## src/hdl/nlvba_pkg.sv

```systemverilog
`timescale 1ns / 1ps
// ----------------------------------------------------------------------------
// nlvba_pkg
// Shared types, codes and constants of the nested-level video memory
// bump allocator.
// ----------------------------------------------------------------------------
package nlvba_pkg;

    localparam int unsigned DATA_W   = 32;
    localparam int unsigned DIM_W    = 12;
    localparam int unsigned AREA_W   = 2 * DIM_W;
    localparam int unsigned SIZE_W   = AREA_W + 2;
    localparam int unsigned MODE_W   = 4;
    localparam int unsigned LEVEL_W  = 2;
    localparam int unsigned FMT_W    = 4;
    localparam int unsigned ERR_W    = 2;
    localparam int unsigned CFG_IDX_W = 1;

    localparam logic [DATA_W-1:0] ALL_ONES      = '1;
    localparam logic [DATA_W-1:0] BASE_RESET    = 32'h0400_0000;
    localparam logic [DATA_W-1:0] CAPACITY_RESET = 32'h0020_0000;

    // Register indexes
    localparam logic [CFG_IDX_W-1:0] REG_BASE     = 1'd0;
    localparam logic [CFG_IDX_W-1:0] REG_CAPACITY = 1'd1;

    // Command modes
    localparam logic [MODE_W-1:0] MODE_SYS_START  = 4'd0;
    localparam logic [MODE_W-1:0] MODE_SYS_END    = 4'd1;
    localparam logic [MODE_W-1:0] MODE_PROC_START = 4'd2;
    localparam logic [MODE_W-1:0] MODE_PROC_END   = 4'd3;
    localparam logic [MODE_W-1:0] MODE_VAR_START  = 4'd4;
    localparam logic [MODE_W-1:0] MODE_VAR_END    = 4'd5;
    localparam logic [MODE_W-1:0] MODE_VAR_CLEAR  = 4'd6;
    localparam logic [MODE_W-1:0] MODE_ALLOC      = 4'd7;
    localparam logic [MODE_W-1:0] MODE_TRY        = 4'd8;

    // Levels
    localparam logic [LEVEL_W-1:0] LVL_TERM = 2'd0;
    localparam logic [LEVEL_W-1:0] LVL_SYS  = 2'd1;
    localparam logic [LEVEL_W-1:0] LVL_PROC = 2'd2;
    localparam logic [LEVEL_W-1:0] LVL_VAR  = 2'd3;

    // Pixel formats
    localparam logic [FMT_W-1:0] FMT_5650 = 4'd0;
    localparam logic [FMT_W-1:0] FMT_5551 = 4'd1;
    localparam logic [FMT_W-1:0] FMT_4444 = 4'd2;
    localparam logic [FMT_W-1:0] FMT_8888 = 4'd3;
    localparam logic [FMT_W-1:0] FMT_T4   = 4'd4;
    localparam logic [FMT_W-1:0] FMT_T8   = 4'd5;
    localparam logic [FMT_W-1:0] FMT_T16  = 4'd6;
    localparam logic [FMT_W-1:0] FMT_T32  = 4'd7;

    // Error codes
    localparam logic [ERR_W-1:0] ERR_NONE     = 2'd0;
    localparam logic [ERR_W-1:0] ERR_LEVEL    = 2'd1;
    localparam logic [ERR_W-1:0] ERR_MISMATCH = 2'd2;
    localparam logic [ERR_W-1:0] ERR_FORMAT   = 2'd3;

    // Request word after size decode
    typedef struct packed {
        logic [MODE_W-1:0]  mode;
        logic [LEVEL_W-1:0] level;
        logic [SIZE_W-1:0]  size;
        logic               fmt_ok;
    } nlvba_req_t;

    // Configuration registers
    typedef struct packed {
        logic [DATA_W-1:0] base;
        logic [DATA_W-1:0] capacity;
    } nlvba_cfg_t;

    // Result word
    typedef struct packed {
        logic [DATA_W-1:0] address;
        logic              fits;
        logic [DATA_W-1:0] used_bytes;
        logic [DATA_W-1:0] remain_bytes;
        logic [ERR_W-1:0]  error;
    } nlvba_rsp_t;

endpackage

```

## src/hdl/nlvba_ifs.sv

```systemverilog
`timescale 1ns / 1ps
// ----------------------------------------------------------------------------
// nlvba_ifs
// Valid/ready channels for allocator commands and results.
// ----------------------------------------------------------------------------
interface nlvba_cmd_if;
    logic                            valid;
    logic                            ready;
    logic [nlvba_pkg::MODE_W-1:0]    mode;
    logic [nlvba_pkg::LEVEL_W-1:0]   level;
    logic [nlvba_pkg::DIM_W-1:0]     width;
    logic [nlvba_pkg::DIM_W-1:0]     height;
    logic [nlvba_pkg::FMT_W-1:0]     pixel_format;

    modport source (output valid, mode, level, width, height, pixel_format, input ready);
    modport sink   (input valid, mode, level, width, height, pixel_format, output ready);
endinterface

interface nlvba_rsp_if;
    logic                            valid;
    logic                            ready;
    logic [nlvba_pkg::DATA_W-1:0]    address;
    logic                            fits;
    logic [nlvba_pkg::DATA_W-1:0]    used_bytes;
    logic [nlvba_pkg::DATA_W-1:0]    remain_bytes;
    logic [nlvba_pkg::ERR_W-1:0]     error;

    modport source (output valid, address, fits, used_bytes, remain_bytes, error, input ready);
    modport sink   (input valid, address, fits, used_bytes, remain_bytes, error, output ready);
endinterface

```

## src/hdl/nested_level_vram_bump_allocator_core.sv

```systemverilog
`timescale 1ns / 1ps
// ----------------------------------------------------------------------------
// nested_level_vram_bump_allocator_core
// Video memory bump allocator with system, process and variable levels.
// ----------------------------------------------------------------------------
//
//  channel | dir | handshake   | word
//  --------+-----+-------------+---------------------------------------------
//  cmd     | in  | valid/ready | mode, level, width, height, pixel_format
//  rsp     | out | valid/ready | address, fits, used_bytes, remain_bytes, error
//  cfg     | in  | cfg_we      | cfg_index, cfg_data (base, capacity)
//
//  One command word per cycle while rsp does not stall; each gives one result
//  word once it is taken, through the command register (width*height multiply
//  and format decode) and then the level/offset update feeding the result
//  register. Reset clears the level to terminate and all offsets to ones,
//  and loads the base and capacity defaults. A stall on rsp backs up
//  through both registers; cmd stays ready while either has room.
// ----------------------------------------------------------------------------
module nested_level_vram_bump_allocator_core (
    input  logic                              clk,
    input  logic                              rst_n,
    input  logic                              cfg_we,
    input  logic [nlvba_pkg::CFG_IDX_W-1:0]   cfg_index,
    input  logic [nlvba_pkg::DATA_W-1:0]      cfg_data,
    nlvba_cmd_if.sink                         cmd,
    nlvba_rsp_if.source                       rsp
);

    // Configuration registers
    nlvba_pkg::nlvba_cfg_t cfg_reg;
    nlvba_pkg::nlvba_cfg_t cfg_next;

    // Request word between the command register and the level logic
    logic                  req_valid;
    logic                  req_ready;
    nlvba_pkg::nlvba_req_t req;

    // Decode the register write; write only while the block is idle (the block does not enforce it)
    always_comb
    begin
        cfg_next = cfg_reg;
        if (cfg_we)
        begin
            unique case (cfg_index)
                nlvba_pkg::REG_BASE:     cfg_next.base     = cfg_data;
                nlvba_pkg::REG_CAPACITY: cfg_next.capacity = cfg_data;
                default:                 cfg_next = cfg_reg;
            endcase
        end
    end

    always_ff @(posedge clk or negedge rst_n)
    begin
        if (!rst_n)
        begin
            cfg_reg.base     <= nlvba_pkg::BASE_RESET;
            cfg_reg.capacity <= nlvba_pkg::CAPACITY_RESET;
        end
        else
        begin
            cfg_reg <= cfg_next;
        end
    end

    // Register the command and compute its byte size
    nlvba_req_stage u_req_stage (
        .clk       (clk),
        .rst_n     (rst_n),
        .cmd       (cmd),
        .req_valid (req_valid),
        .req       (req),
        .req_ready (req_ready)
    );

    // Check the level, advance the offsets, build the result word
    nlvba_level_ctrl u_level_ctrl (
        .clk       (clk),
        .rst_n     (rst_n),
        .cfg       (cfg_reg),
        .req_valid (req_valid),
        .req       (req),
        .req_ready (req_ready),
        .rsp       (rsp)
    );

endmodule

```

## src/hdl/nlvba_req_stage.sv

```systemverilog
`timescale 1ns / 1ps
// ----------------------------------------------------------------------------
// nlvba_req_stage
// Input register: takes a command word and registers it with its byte size.
// ----------------------------------------------------------------------------
module nlvba_req_stage (
    input  logic                  clk,
    input  logic                  rst_n,
    nlvba_cmd_if.sink             cmd,
    output logic                  req_valid,
    output nlvba_pkg::nlvba_req_t req,
    input  logic                  req_ready
);

    logic                         valid_reg;
    logic                         valid_next;
    nlvba_pkg::nlvba_req_t        req_reg;
    nlvba_pkg::nlvba_req_t        req_next;
    logic [nlvba_pkg::AREA_W-1:0] area;
    logic                         load;

    assign cmd.ready = !valid_reg || req_ready;
    assign load      = cmd.valid && cmd.ready;
    assign area      = nlvba_pkg::AREA_W'(cmd.width) * nlvba_pkg::AREA_W'(cmd.height);

    always_comb
    begin
        req_next.mode   = cmd.mode;
        req_next.level  = cmd.level;
        req_next.fmt_ok = 1'b1;
        unique case (cmd.pixel_format)
            nlvba_pkg::FMT_T4:
            begin
                req_next.size = nlvba_pkg::SIZE_W'(area >> 1);
            end
            nlvba_pkg::FMT_T8:
            begin
                req_next.size = nlvba_pkg::SIZE_W'(area);
            end
            nlvba_pkg::FMT_5650, nlvba_pkg::FMT_5551,
            nlvba_pkg::FMT_4444, nlvba_pkg::FMT_T16:
            begin
                req_next.size = {1'b0, area, 1'b0};
            end
            nlvba_pkg::FMT_8888, nlvba_pkg::FMT_T32:
            begin
                req_next.size = {area, 2'b00};
            end
            default:
            begin
                req_next.size   = '0;
                req_next.fmt_ok = 1'b0;
            end
        endcase
    end

    assign valid_next = load ? 1'b1 : (req_ready ? 1'b0 : valid_reg);

    always_ff @(posedge clk or negedge rst_n)
    begin
        if (!rst_n)
        begin
            valid_reg <= 1'b0;
        end
        else
        begin
            valid_reg <= valid_next;
        end
    end

    always_ff @(posedge clk)
    begin
        if (load)
        begin
            req_reg <= req_next;
        end
    end

    assign req_valid = valid_reg;
    assign req       = req_reg;

endmodule

```

## src/hdl/nlvba_level_ctrl.sv

```systemverilog
`timescale 1ns / 1ps
// ----------------------------------------------------------------------------
// nlvba_level_ctrl
// Level and offset registers; executes one request word per cycle, while
// rsp is not stalled, into the result register.
// ----------------------------------------------------------------------------
module nlvba_level_ctrl (
    input  logic                  clk,
    input  logic                  rst_n,
    input  nlvba_pkg::nlvba_cfg_t cfg,
    input  logic                  req_valid,
    input  nlvba_pkg::nlvba_req_t req,
    output logic                  req_ready,
    nlvba_rsp_if.source           rsp
);

    logic [nlvba_pkg::LEVEL_W-1:0] level_reg,  level_next;
    logic [nlvba_pkg::DATA_W-1:0]  sys_off_reg,  sys_off_next;
    logic [nlvba_pkg::DATA_W-1:0]  proc_off_reg, proc_off_next;
    logic [nlvba_pkg::DATA_W-1:0]  var_off_reg,  var_off_next;
    logic                          out_valid_reg, out_valid_next;
    nlvba_pkg::nlvba_rsp_t         out_reg,  out_next;
    logic [nlvba_pkg::DATA_W-1:0]  cur_off;
    logic [nlvba_pkg::DATA_W-1:0]  adv_off;
    logic [nlvba_pkg::DATA_W-1:0]  used;
    logic [nlvba_pkg::ERR_W-1:0]   err;
    logic                          fire;

    assign req_ready = !out_valid_reg || rsp.ready;
    assign fire      = req_valid && req_ready;

    always_comb
    begin
        unique case (level_reg)
            nlvba_pkg::LVL_SYS:  cur_off = sys_off_reg;
            nlvba_pkg::LVL_PROC: cur_off = proc_off_reg;
            nlvba_pkg::LVL_VAR:  cur_off = var_off_reg;
            default:             cur_off = '0;
        endcase
    end

    assign adv_off = cur_off + nlvba_pkg::DATA_W'(req.size);

    always_comb
    begin
        level_next    = level_reg;
        sys_off_next  = sys_off_reg;
        proc_off_next = proc_off_reg;
        var_off_next  = var_off_reg;
        err           = nlvba_pkg::ERR_NONE;
        out_next.address = '0;
        out_next.fits    = 1'b0;
        unique case (req.mode)
            nlvba_pkg::MODE_SYS_START:
            begin
                level_next   = nlvba_pkg::LVL_SYS;
                sys_off_next = '0;
            end
            nlvba_pkg::MODE_SYS_END:
            begin
                level_next   = nlvba_pkg::LVL_TERM;
                sys_off_next = nlvba_pkg::ALL_ONES;
            end
            nlvba_pkg::MODE_PROC_START:
            begin
                if (level_reg != nlvba_pkg::LVL_SYS)
                begin
                    err = nlvba_pkg::ERR_LEVEL;
                end
                else
                begin
                    level_next    = nlvba_pkg::LVL_PROC;
                    proc_off_next = sys_off_reg;
                end
            end
            nlvba_pkg::MODE_PROC_END:
            begin
                if (level_reg != nlvba_pkg::LVL_PROC)
                begin
                    err = nlvba_pkg::ERR_LEVEL;
                end
                else
                begin
                    level_next    = nlvba_pkg::LVL_SYS;
                    proc_off_next = nlvba_pkg::ALL_ONES;
                end
            end
            nlvba_pkg::MODE_VAR_START:
            begin
                if (level_reg != nlvba_pkg::LVL_PROC)
                begin
                    err = nlvba_pkg::ERR_LEVEL;
                end
                else
                begin
                    level_next   = nlvba_pkg::LVL_VAR;
                    var_off_next = proc_off_reg;
                end
            end
            nlvba_pkg::MODE_VAR_END:
            begin
                if (level_reg != nlvba_pkg::LVL_VAR)
                begin
                    err = nlvba_pkg::ERR_LEVEL;
                end
                else
                begin
                    level_next   = nlvba_pkg::LVL_PROC;
                    var_off_next = nlvba_pkg::ALL_ONES;
                end
            end
            nlvba_pkg::MODE_VAR_CLEAR:
            begin
                priority if (level_reg == nlvba_pkg::LVL_VAR)
                begin
                    var_off_next = proc_off_reg;
                end
                else if (level_reg != nlvba_pkg::LVL_PROC)
                begin
                    err = nlvba_pkg::ERR_LEVEL;
                end
                else
                begin
                    // A clear while the process level is open is a no-op
                end
            end
            nlvba_pkg::MODE_ALLOC:
            begin
                priority if (req.level != level_reg || req.level == nlvba_pkg::LVL_TERM)
                begin
                    err = nlvba_pkg::ERR_MISMATCH;
                end
                else if (!req.fmt_ok)
                begin
                    err = nlvba_pkg::ERR_FORMAT;
                end
                else
                begin
                    out_next.address = cfg.base + cur_off;
                    unique case (level_reg)
                        nlvba_pkg::LVL_SYS:  sys_off_next  = adv_off;
                        nlvba_pkg::LVL_PROC: proc_off_next = adv_off;
                        default:             var_off_next  = adv_off;
                    endcase
                end
            end
            nlvba_pkg::MODE_TRY:
            begin
                if (!req.fmt_ok)
                begin
                    err = nlvba_pkg::ERR_FORMAT;
                end
                else
                begin
                    out_next.fits = (cfg.capacity - cur_off) >= nlvba_pkg::DATA_W'(req.size);
                end
            end
            default:
            begin
                // Query and unused codes: report only
            end
        endcase

        unique case (level_next)
            nlvba_pkg::LVL_SYS:  used = sys_off_next;
            nlvba_pkg::LVL_PROC: used = proc_off_next;
            nlvba_pkg::LVL_VAR:  used = var_off_next;
            default:             used = '0;
        endcase
        out_next.used_bytes   = used;
        out_next.remain_bytes = cfg.capacity - used;
        out_next.error        = err;
    end

    assign out_valid_next = fire ? 1'b1 : (rsp.ready ? 1'b0 : out_valid_reg);

    always_ff @(posedge clk or negedge rst_n)
    begin
        if (!rst_n)
        begin
            level_reg     <= nlvba_pkg::LVL_TERM;
            sys_off_reg   <= nlvba_pkg::ALL_ONES;
            proc_off_reg  <= nlvba_pkg::ALL_ONES;
            var_off_reg   <= nlvba_pkg::ALL_ONES;
            out_valid_reg <= 1'b0;
        end
        else
        begin
            out_valid_reg <= out_valid_next;
            if (fire)
            begin
                level_reg    <= level_next;
                sys_off_reg  <= sys_off_next;
                proc_off_reg <= proc_off_next;
                var_off_reg  <= var_off_next;
            end
        end
    end

    always_ff @(posedge clk)
    begin
        if (fire)
        begin
            out_reg <= out_next;
        end
    end

    assign rsp.valid        = out_valid_reg;
    assign rsp.address      = out_reg.address;
    assign rsp.fits         = out_reg.fits;
    assign rsp.used_bytes   = out_reg.used_bytes;
    assign rsp.remain_bytes = out_reg.remain_bytes;
    assign rsp.error        = out_reg.error;

`ifndef ASSERT_OFF
    a_fits_ok: assert property (@(posedge clk) disable iff (!rst_n)
        out_valid_reg && out_reg.fits |-> out_reg.error == nlvba_pkg::ERR_NONE)
        else $error("fits reported together with an error");

    a_sys_start: assert property (@(posedge clk) disable iff (!rst_n)
        fire && req.mode == nlvba_pkg::MODE_SYS_START
        |=> level_reg == nlvba_pkg::LVL_SYS && sys_off_reg == '0)
        else $error("system start did not open the system level");

    a_err_hold: assert property (@(posedge clk) disable iff (!rst_n)
        fire && err != nlvba_pkg::ERR_NONE
        |=> $stable(level_reg) && $stable(sys_off_reg) && $stable(proc_off_reg)
            && $stable(var_off_reg))
        else $error("state changed on a rejected request");

    a_term_sys: assert property (@(posedge clk) disable iff (!rst_n)
        level_reg == nlvba_pkg::LVL_TERM |-> sys_off_reg == nlvba_pkg::ALL_ONES)
        else $error("system offset live while terminated");
`endif

endmodule

```

## src/flat_wrapper.sv

```systemverilog
// flat-port wrapper written by rule: the top's interface ports become plain ports
module nested_level_vram_bump_allocator_core_flat 
  (clk, rst_n, cfg_we, cfg_index, cfg_data, cmd_valid, cmd_mode, cmd_level, cmd_width, cmd_height, cmd_pixel_format, cmd_ready, rsp_valid, rsp_address, rsp_fits, rsp_used_bytes, rsp_remain_bytes, rsp_error, rsp_ready);
  nlvba_cmd_if cmd_i ();
  nlvba_rsp_if rsp_i ();
  input  logic clk;
  input  logic rst_n;
  input  logic cfg_we;
  input  logic [nlvba_pkg::CFG_IDX_W-1:0] cfg_index;
  input  logic [nlvba_pkg::DATA_W-1:0] cfg_data;
  input wire logic [$bits(cmd_i.valid)-1:0] cmd_valid;
  input wire logic [$bits(cmd_i.mode)-1:0] cmd_mode;
  input wire logic [$bits(cmd_i.level)-1:0] cmd_level;
  input wire logic [$bits(cmd_i.width)-1:0] cmd_width;
  input wire logic [$bits(cmd_i.height)-1:0] cmd_height;
  input wire logic [$bits(cmd_i.pixel_format)-1:0] cmd_pixel_format;
  output wire logic [$bits(cmd_i.ready)-1:0] cmd_ready;
  output wire logic [$bits(rsp_i.valid)-1:0] rsp_valid;
  output wire logic [$bits(rsp_i.address)-1:0] rsp_address;
  output wire logic [$bits(rsp_i.fits)-1:0] rsp_fits;
  output wire logic [$bits(rsp_i.used_bytes)-1:0] rsp_used_bytes;
  output wire logic [$bits(rsp_i.remain_bytes)-1:0] rsp_remain_bytes;
  output wire logic [$bits(rsp_i.error)-1:0] rsp_error;
  input wire logic [$bits(rsp_i.ready)-1:0] rsp_ready;
  assign cmd_i.valid = cmd_valid;
  assign cmd_i.mode = cmd_mode;
  assign cmd_i.level = cmd_level;
  assign cmd_i.width = cmd_width;
  assign cmd_i.height = cmd_height;
  assign cmd_i.pixel_format = cmd_pixel_format;
  assign cmd_ready = cmd_i.ready;
  assign rsp_valid = rsp_i.valid;
  assign rsp_address = rsp_i.address;
  assign rsp_fits = rsp_i.fits;
  assign rsp_used_bytes = rsp_i.used_bytes;
  assign rsp_remain_bytes = rsp_i.remain_bytes;
  assign rsp_error = rsp_i.error;
  assign rsp_i.ready = rsp_ready;
  nested_level_vram_bump_allocator_core u_core (.clk(clk), .rst_n(rst_n), .cfg_we(cfg_we), .cfg_index(cfg_index), .cfg_data(cfg_data), .cmd(cmd_i), .rsp(rsp_i));
endmodule
```

## config.mk

```make
export PLATFORM = sky130hd
export DESIGN_NAME = nested_level_vram_bump_allocator_core_flat
export DESIGN_NICKNAME = d
export VERILOG_FILES = /design/src/hdl/nlvba_pkg.sv /design/src/hdl/nlvba_ifs.sv /design/src/hdl/nested_level_vram_bump_allocator_core.sv /design/src/hdl/nlvba_req_stage.sv /design/src/hdl/nlvba_level_ctrl.sv /design/src/flat_wrapper.sv
export SDC_FILE = /design/constraint.sdc
export NUM_CORES = 1
export LEC_CHECK = 0
export ABC_AREA = 1
export BUFFER_PORTS_ARGS = -buffer_cell sky130_fd_sc_hd__clkbuf_2
export CAP_MARGIN = 20
export CORE_UTILIZATION = 45
export CTS_CLUSTER_DIAMETER = 100
export CTS_CLUSTER_SIZE = 40
export DETAILED_ROUTE_END_ITERATION = 6
export HOLD_SLACK_MARGIN = 0.12
export PLACE_DENSITY_LB_ADDON = 0.1
export SKIP_CTS_REPAIR_TIMING = 1
export SLEW_MARGIN = 25
export SYNTH_ARGS = -nofsm -noshare
export SYNTH_HDL_FRONTEND = slang
export SYNTH_SLANG_ARGS = --single-unit
export TNS_END_PERCENT = 1
```

## constraint.sdc

```tcl
create_clock -name clk -period 11.7 [get_ports clk]
set_input_delay 2.34 -clock clk [delete_from_list [all_inputs] [get_ports clk]]
set_output_delay 2.34 -clock clk [all_outputs]
set_load 0.02 [all_outputs]
```

### Yosys cells after proc, flatten, opt, wreduce, memory -nomap -nowiden

Index checks and enable logic that the tools add are counted.

| word-level totals | value |
|---|---|
| logic and storage cells | 109 |
| register bits after elaboration | 296 |
| input port bits | 72 |
| output and inout bits | 101 |

| operators by class | value |
|---|---|
| multiplexer cells | 37 |
| $mul | 1 |
| equality and inequality tests | 25 |
| reduce and logical (&&, ||, !) cells | 21 |
| magnitude comparators | 1 |
| $add $sub $neg | 4 |
| bitwise operators | 3 |

Operators with widths:

| operator | count |
|---|---|
| 2-to-1 mux 32 bit | 14 |
| case mux 32 bit (3 select lines) | 4 |
| case mux 32 bit (4 select lines) | 1 |
| case mux 26 bit (4 select lines) | 1 |
| subtractor 32 bit | 2 |
| adder 32 x 26 -> 32 bit | 1 |
| adder 32 bit | 1 |
| equality test 4 x 3 -> 1 bit, second input constant | 8 |
| >= comparator 32 x 26 -> 1 bit | 1 |
| multiplier 12 x 12 -> 24 bit | 1 |
| case mux 2 bit (6 select lines) | 2 |
| equality test 4 x 2 -> 1 bit, second input constant | 4 |
| 2-to-1 mux 2 bit | 7 |
| equality test 2 bit, second input constant | 4 |
| equality test 4 x 1 -> 1 bit, second input constant | 2 |
| logical NOT 4 bit | 2 |
| 2-to-1 mux 1 bit | 8 |
| OR reduction 8 bit | 1 |
| AND reduction 2 bit | 3 |
| OR reduction 2 bit | 3 |
| equality test 2 x 1 -> 1 bit, second input constant | 2 |
| equality test 4 bit, second input constant | 1 |
| inequality test 2 bit, second input constant | 2 |
| nonzero test 2 bit | 2 |
| 9 further kinds | 15 |

### Depth between registers and ports, before layout

| logic depth | value |
|---|---|
| word-level depth | 9 |
| gate-level depth with buffers | 40 |
| depth with buffers taken out | 37 |

### By module

From an unflattened synthesis, not the netlist that was laid out.

| unflattened totals | value |
|---|---|
| cells, all modules | 4137 |
| area total of the unflattened synthesis | 29107.9 µm² |

By module, submodules not included:

| module | cells an instance | area an instance (µm²) | seq. area each (µm²) | instances |
|---|---|---|---|---|
| nlvba_level_ctrl | 2947 | 19730.2 | 5570.3 | 1 |
| nlvba_req_stage | 911 | 6760.2 | 1016.0 | 1 |
| nested_level_vram_bump_allocator_core | 279 | 2617.5 | 1604.0 | 1 |

### Worst setup path before layout

No wires, ideal clock.

| timing path | value |
|---|---|
| path kind | input-to-reg |
| start | in cmd_height[3] |
| end | reg u_core.u_req_stage.req_reg (netlist bit u_core.u_req_stage.req[21]), data pin |
| slack | 4670 ps |
| data arrival time | 6766 ps |
| stages on the path | 22 |
| path buffers | 1 |
| library setup time | 264 ps |
| required time | 11436 ps |
| cells stage by stage | clkbuf_1 -> nand2_1 -> fa_1 -> inv_1 -> fa_1 -> inv_1 -> fa_1 -> inv_1 -> fa_1 -> inv_1 -> fa_1 -> inv_1 -> ha_1 -> a21oi_1 -> o21ai_0 -> a21oi_1 -> nand2_1 -> nand3_1 -> nand2_1 -> or2_2 -> nand3_1 -> nand4_1 |

RTL lines:

| item | line | RTL |
|---|---|---|
| start: declaration | flat_wrapper.sv:15 | `input wire logic [$bits(cmd_i.height)-1:0] cmd_height;` |
| end signal: assignment | nlvba_req_stage.sv:75 | `req_reg <= req_next;` |
| end: declaration | nlvba_req_stage.sv:17 | `nlvba_pkg::nlvba_req_t req_reg;` |

==> flow_metrics.env <==
export IMPL_crit_arrival_ns=7.41
export IMPL_p_comb_share_pct=61.9
export IMPL_die_x_um=255
export IMPL_avgRoutedWirePerCell_um=21.0
export IMPL_critPathLaunchType="flip-flop"
export IMPL_vias=27758
export IMPL_portBuffers=172
export IMPL_core_sq_um=63200
export IMPL_final_cell_mix="nand2_1, inv_1, o21ai_0"
export IMPL_post_route_util_pct=49.0
export IMPL_hold_class="flip-flop to flip-flop"
export IMPL_grt_busiest_layer="met2"
export IMPL_seq_power_share_pct=26.4
export IMPL_fin_nets=4477
export IMPL_max_stage_delay_ns=0.63
export IMPL_synth_ff_type="edfxtp_1"
export IMPL_clk_pin_slew_worst_paths_ns=0.10
export IMPL_pwr_share_clk_pct=11.7
export IMPL_tightest_slew_ns=1.05
export IMPL_cts_root_buffer="clkbuf_16"
export IMPL_syn_inst=4024
export IMPL_synth_area_per_cell_sq_um=7.16
export IMPL_numCtsBuffers=19
export IMPL_crit_fanout=44
export IMPL_use_met2_pct=52.6
export IMPL_post_drt_via_cell_ratio=5.61
export IMPL_ioPinCount=173
export IMPL_grt_max_degree=156
export IMPL_total_power_mw=6.88
export IMPL_die_area_sq_um=65100
export IMPL_grt_util_met3_pct=3.12
export IMPL_grt_pass1_wl_mm=157
export IMPL_ys_seq_area_share_pct=28.4
export IMPL_finalCritPeriodShare_pct=60.5
export IMPL_cts_tree="done"
export IMPL_drive_above_1_share_pct=9.73
export IMPL_drc=0
export IMPL_required_ns=12.03
export IMPL_drt_iter0_drc=2585
export IMPL_worst_slack_ns=4.62
export IMPL_place_inst=4915
export IMPL_area_delta_synth_final_pct=7.49
export IMPL_track_usage_pct=31.9
export IMPL_clockBufferDepth=3
export IMPL_finClkSkew_ns=0.0409
export IMPL_end_kind="flip-flop"
export IMPL_largest_register_ffs=64
export IMPL_relSlewSlack_pct=30.0
export IMPL_antenna_left=0
export IMPL_cts_htree_levels=1
export IMPL_place_ws_ns=4.32
export IMPL_power_internal_mw=3.24
export IMPL_final_common_cell="nand2_1"
export IMPL_critPathKind="flip-flop to flip-flop"
export IMPL_max_cap_violations=0
export IMPL_synthDistinctLibCells=67
export IMPL_gp_congestion=0.971
export IMPL_max_clock_freq_ghz=0.141
export IMPL_synth_nets=4411
export IMPL_place_hpwl_mm=78.3
export IMPL_routed_wirelength_mm=104
export IMPL_finalCriticalPeriod_ns=7.08
export IMPL_synth_seq_cells=296
export IMPL_async_reset_ff_share_pct=55.4
export IMPL_ir_drop_uv=145
export IMPL_final_hold_viol_count=0
export IMPL_final_cell_count_no_fill=4949
export IMPL_grt_pass1_vias=25979
export IMPL_switching_power_mw=3.63
export IMPL_static_leakage_power_nw=15.0
export IMPL_power_density_nw_per_um2=222
export IMPL_synth_warnings=0
export IMPL_numClockSinks=296
export IMPL_num_rows=92
export IMPL_clk_latency_ns=0.58
export IMPL_setup_tns_ns=0
export IMPL_cp_slowest_cell="o21ai_1"
export IMPL_syn_area_sq_um=28800
export IMPL_cpMostUsedCell="nand2_1"
export IMPL_die_y_um=255
export IMPL_synth_edf_count=132
export IMPL_setup_viol=0
export IMPL_initial_core_util_pct=45.6
export IMPL_drv_slew=0
export IMPL_drt_pass1_iterations=5
export IMPL_status="finished, final reports clean"
export IMPL_overflow=0
export IMPL_switching_share_pct=52.9
export IMPL_grt_util_met1_pct=42.7
export IMPL_grt_antenna_before_repair=2
export IMPL_rsz0062_at_grt="false"
## layout make-up
| type | instances | area, sq um |
|---|---|---|
| Fill cell | 6547 | 32200 |
| Clock inverter | 12 | 203 |
| Clock buffer | 21 | 483 |
| Timing Repair Buffer | 195 | 1040 |
| Inverter | 602 | 2270 |
| Antenna cell | 1 | 2.50 |
| Tap cell | 846 | 1060 |
| Sequential cell | 296 | 8190 |
| Multi-Input combinational cell | 2976 | 17700 |
## per-layer routing
layer	part of all wire [%]	up-vias
met5	0	-
met4	4.6	0
met3	6.5	185
met2	46	1073
met1	43	13004
li1	-	13496
## cell usage after synthesis, drive strengths merged, types with 3 or more instances
master	count	area, sq um
a211oi	12	90.1
a21boi	12	93.8
a21o	24	180
a21oi	322	1630
a22oi	20	155
a31oi	12	75.1
and2	3	18.8
buf	52	293
clkbuf	98	368
clkinv	5	18.8
dfrtp	66	1650
dfstp	98	2570
edfxtp	132	3960
fa	104	2080
ha	211	2640
inv	597	2240
nand2	1066	4050
nand3	226	1160
nand3b	5	37.5
nand4	42	263
nor2	195	803
nor3	31	165
nor4	14	87.6
o2111ai	20	175
o211ai	72	541
o21a	8	61.3
o21ai	423	2140
o21bai	17	128
o221ai	10	93.8
o22ai	8	50.1
o31ai	4	30.0
or2	14	87.6
xnor2	27	236
xor2	62	543
## path summary, 6_finish.rpt
check                                                   startpoint                                  endpoint  slack [ns]  cells after the start
worst max-delay path              u_core.u_level_ctrl.level_reg[1]  u_core.u_level_ctrl.rsp.remain_bytes[27]        4.62                     26
worst min-delay path            u_core.u_level_ctrl.sys_off_reg[1]        u_core.u_level_ctrl.sys_off_reg[1]        0.49                      2
worst max register to register    u_core.u_level_ctrl.level_reg[1]  u_core.u_level_ctrl.rsp.remain_bytes[27]        4.62                     26
worst min register to register  u_core.u_level_ctrl.sys_off_reg[1]        u_core.u_level_ctrl.sys_off_reg[1]        0.49                      2
max in group asynchronous                                    rst_n                         u_core.cfg_reg[9]        7.96                      3
min in group asynchronous                                    rst_n          u_core.u_level_ctrl.level_reg[0]        1.76                      1
## worst max-delay path: cells and delay by family (launching register included)
family	cells	cell delay, ns
AOI/OAI and AO/OA	8	2.39
buffers and inverters	5	1.41
adders and majority gates	4	1.27
and+or+nand+nor	7	1.01
DFF	1	0.45
xor gates and xnor gates	2	0.27
## kinds of logic after synthesis
family	count (synthesis)	share of synthesized area, %
AND/OR/NAND/NOR	1600	23.2
XOR/XNOR	89	2.70
flip-flops	296	28.4
buffers and inverters	752	10.1
AO/OA/AOI/OAI	972	19.1
adder cells (fa/ha/maj)	315	16.4
## through the flow
stage          area, sq um  hold slack [ns]
2_1_floorplan        28800            0.453
4_1_cts              31000            0.492
5_1_grt              31000            0.508
3_3_place_gp         30300            0.472
6_report             31000            0.494
3_5_place_dp         30300            0.478
## power groups by stage
stage          Sequential [mW]  Clock [mW]  Combinational [mW]
2_1_floorplan             1.86           0                2.85
3_3_place_gp              1.83           0                4.21
3_5_place_dp              1.82           0                4.20
4_1_cts                   1.81       0.817                4.22
5_1_grt                   1.85       0.844                4.75
6_report                  1.82       0.802                4.26
(Power assumes the default switching activity.)
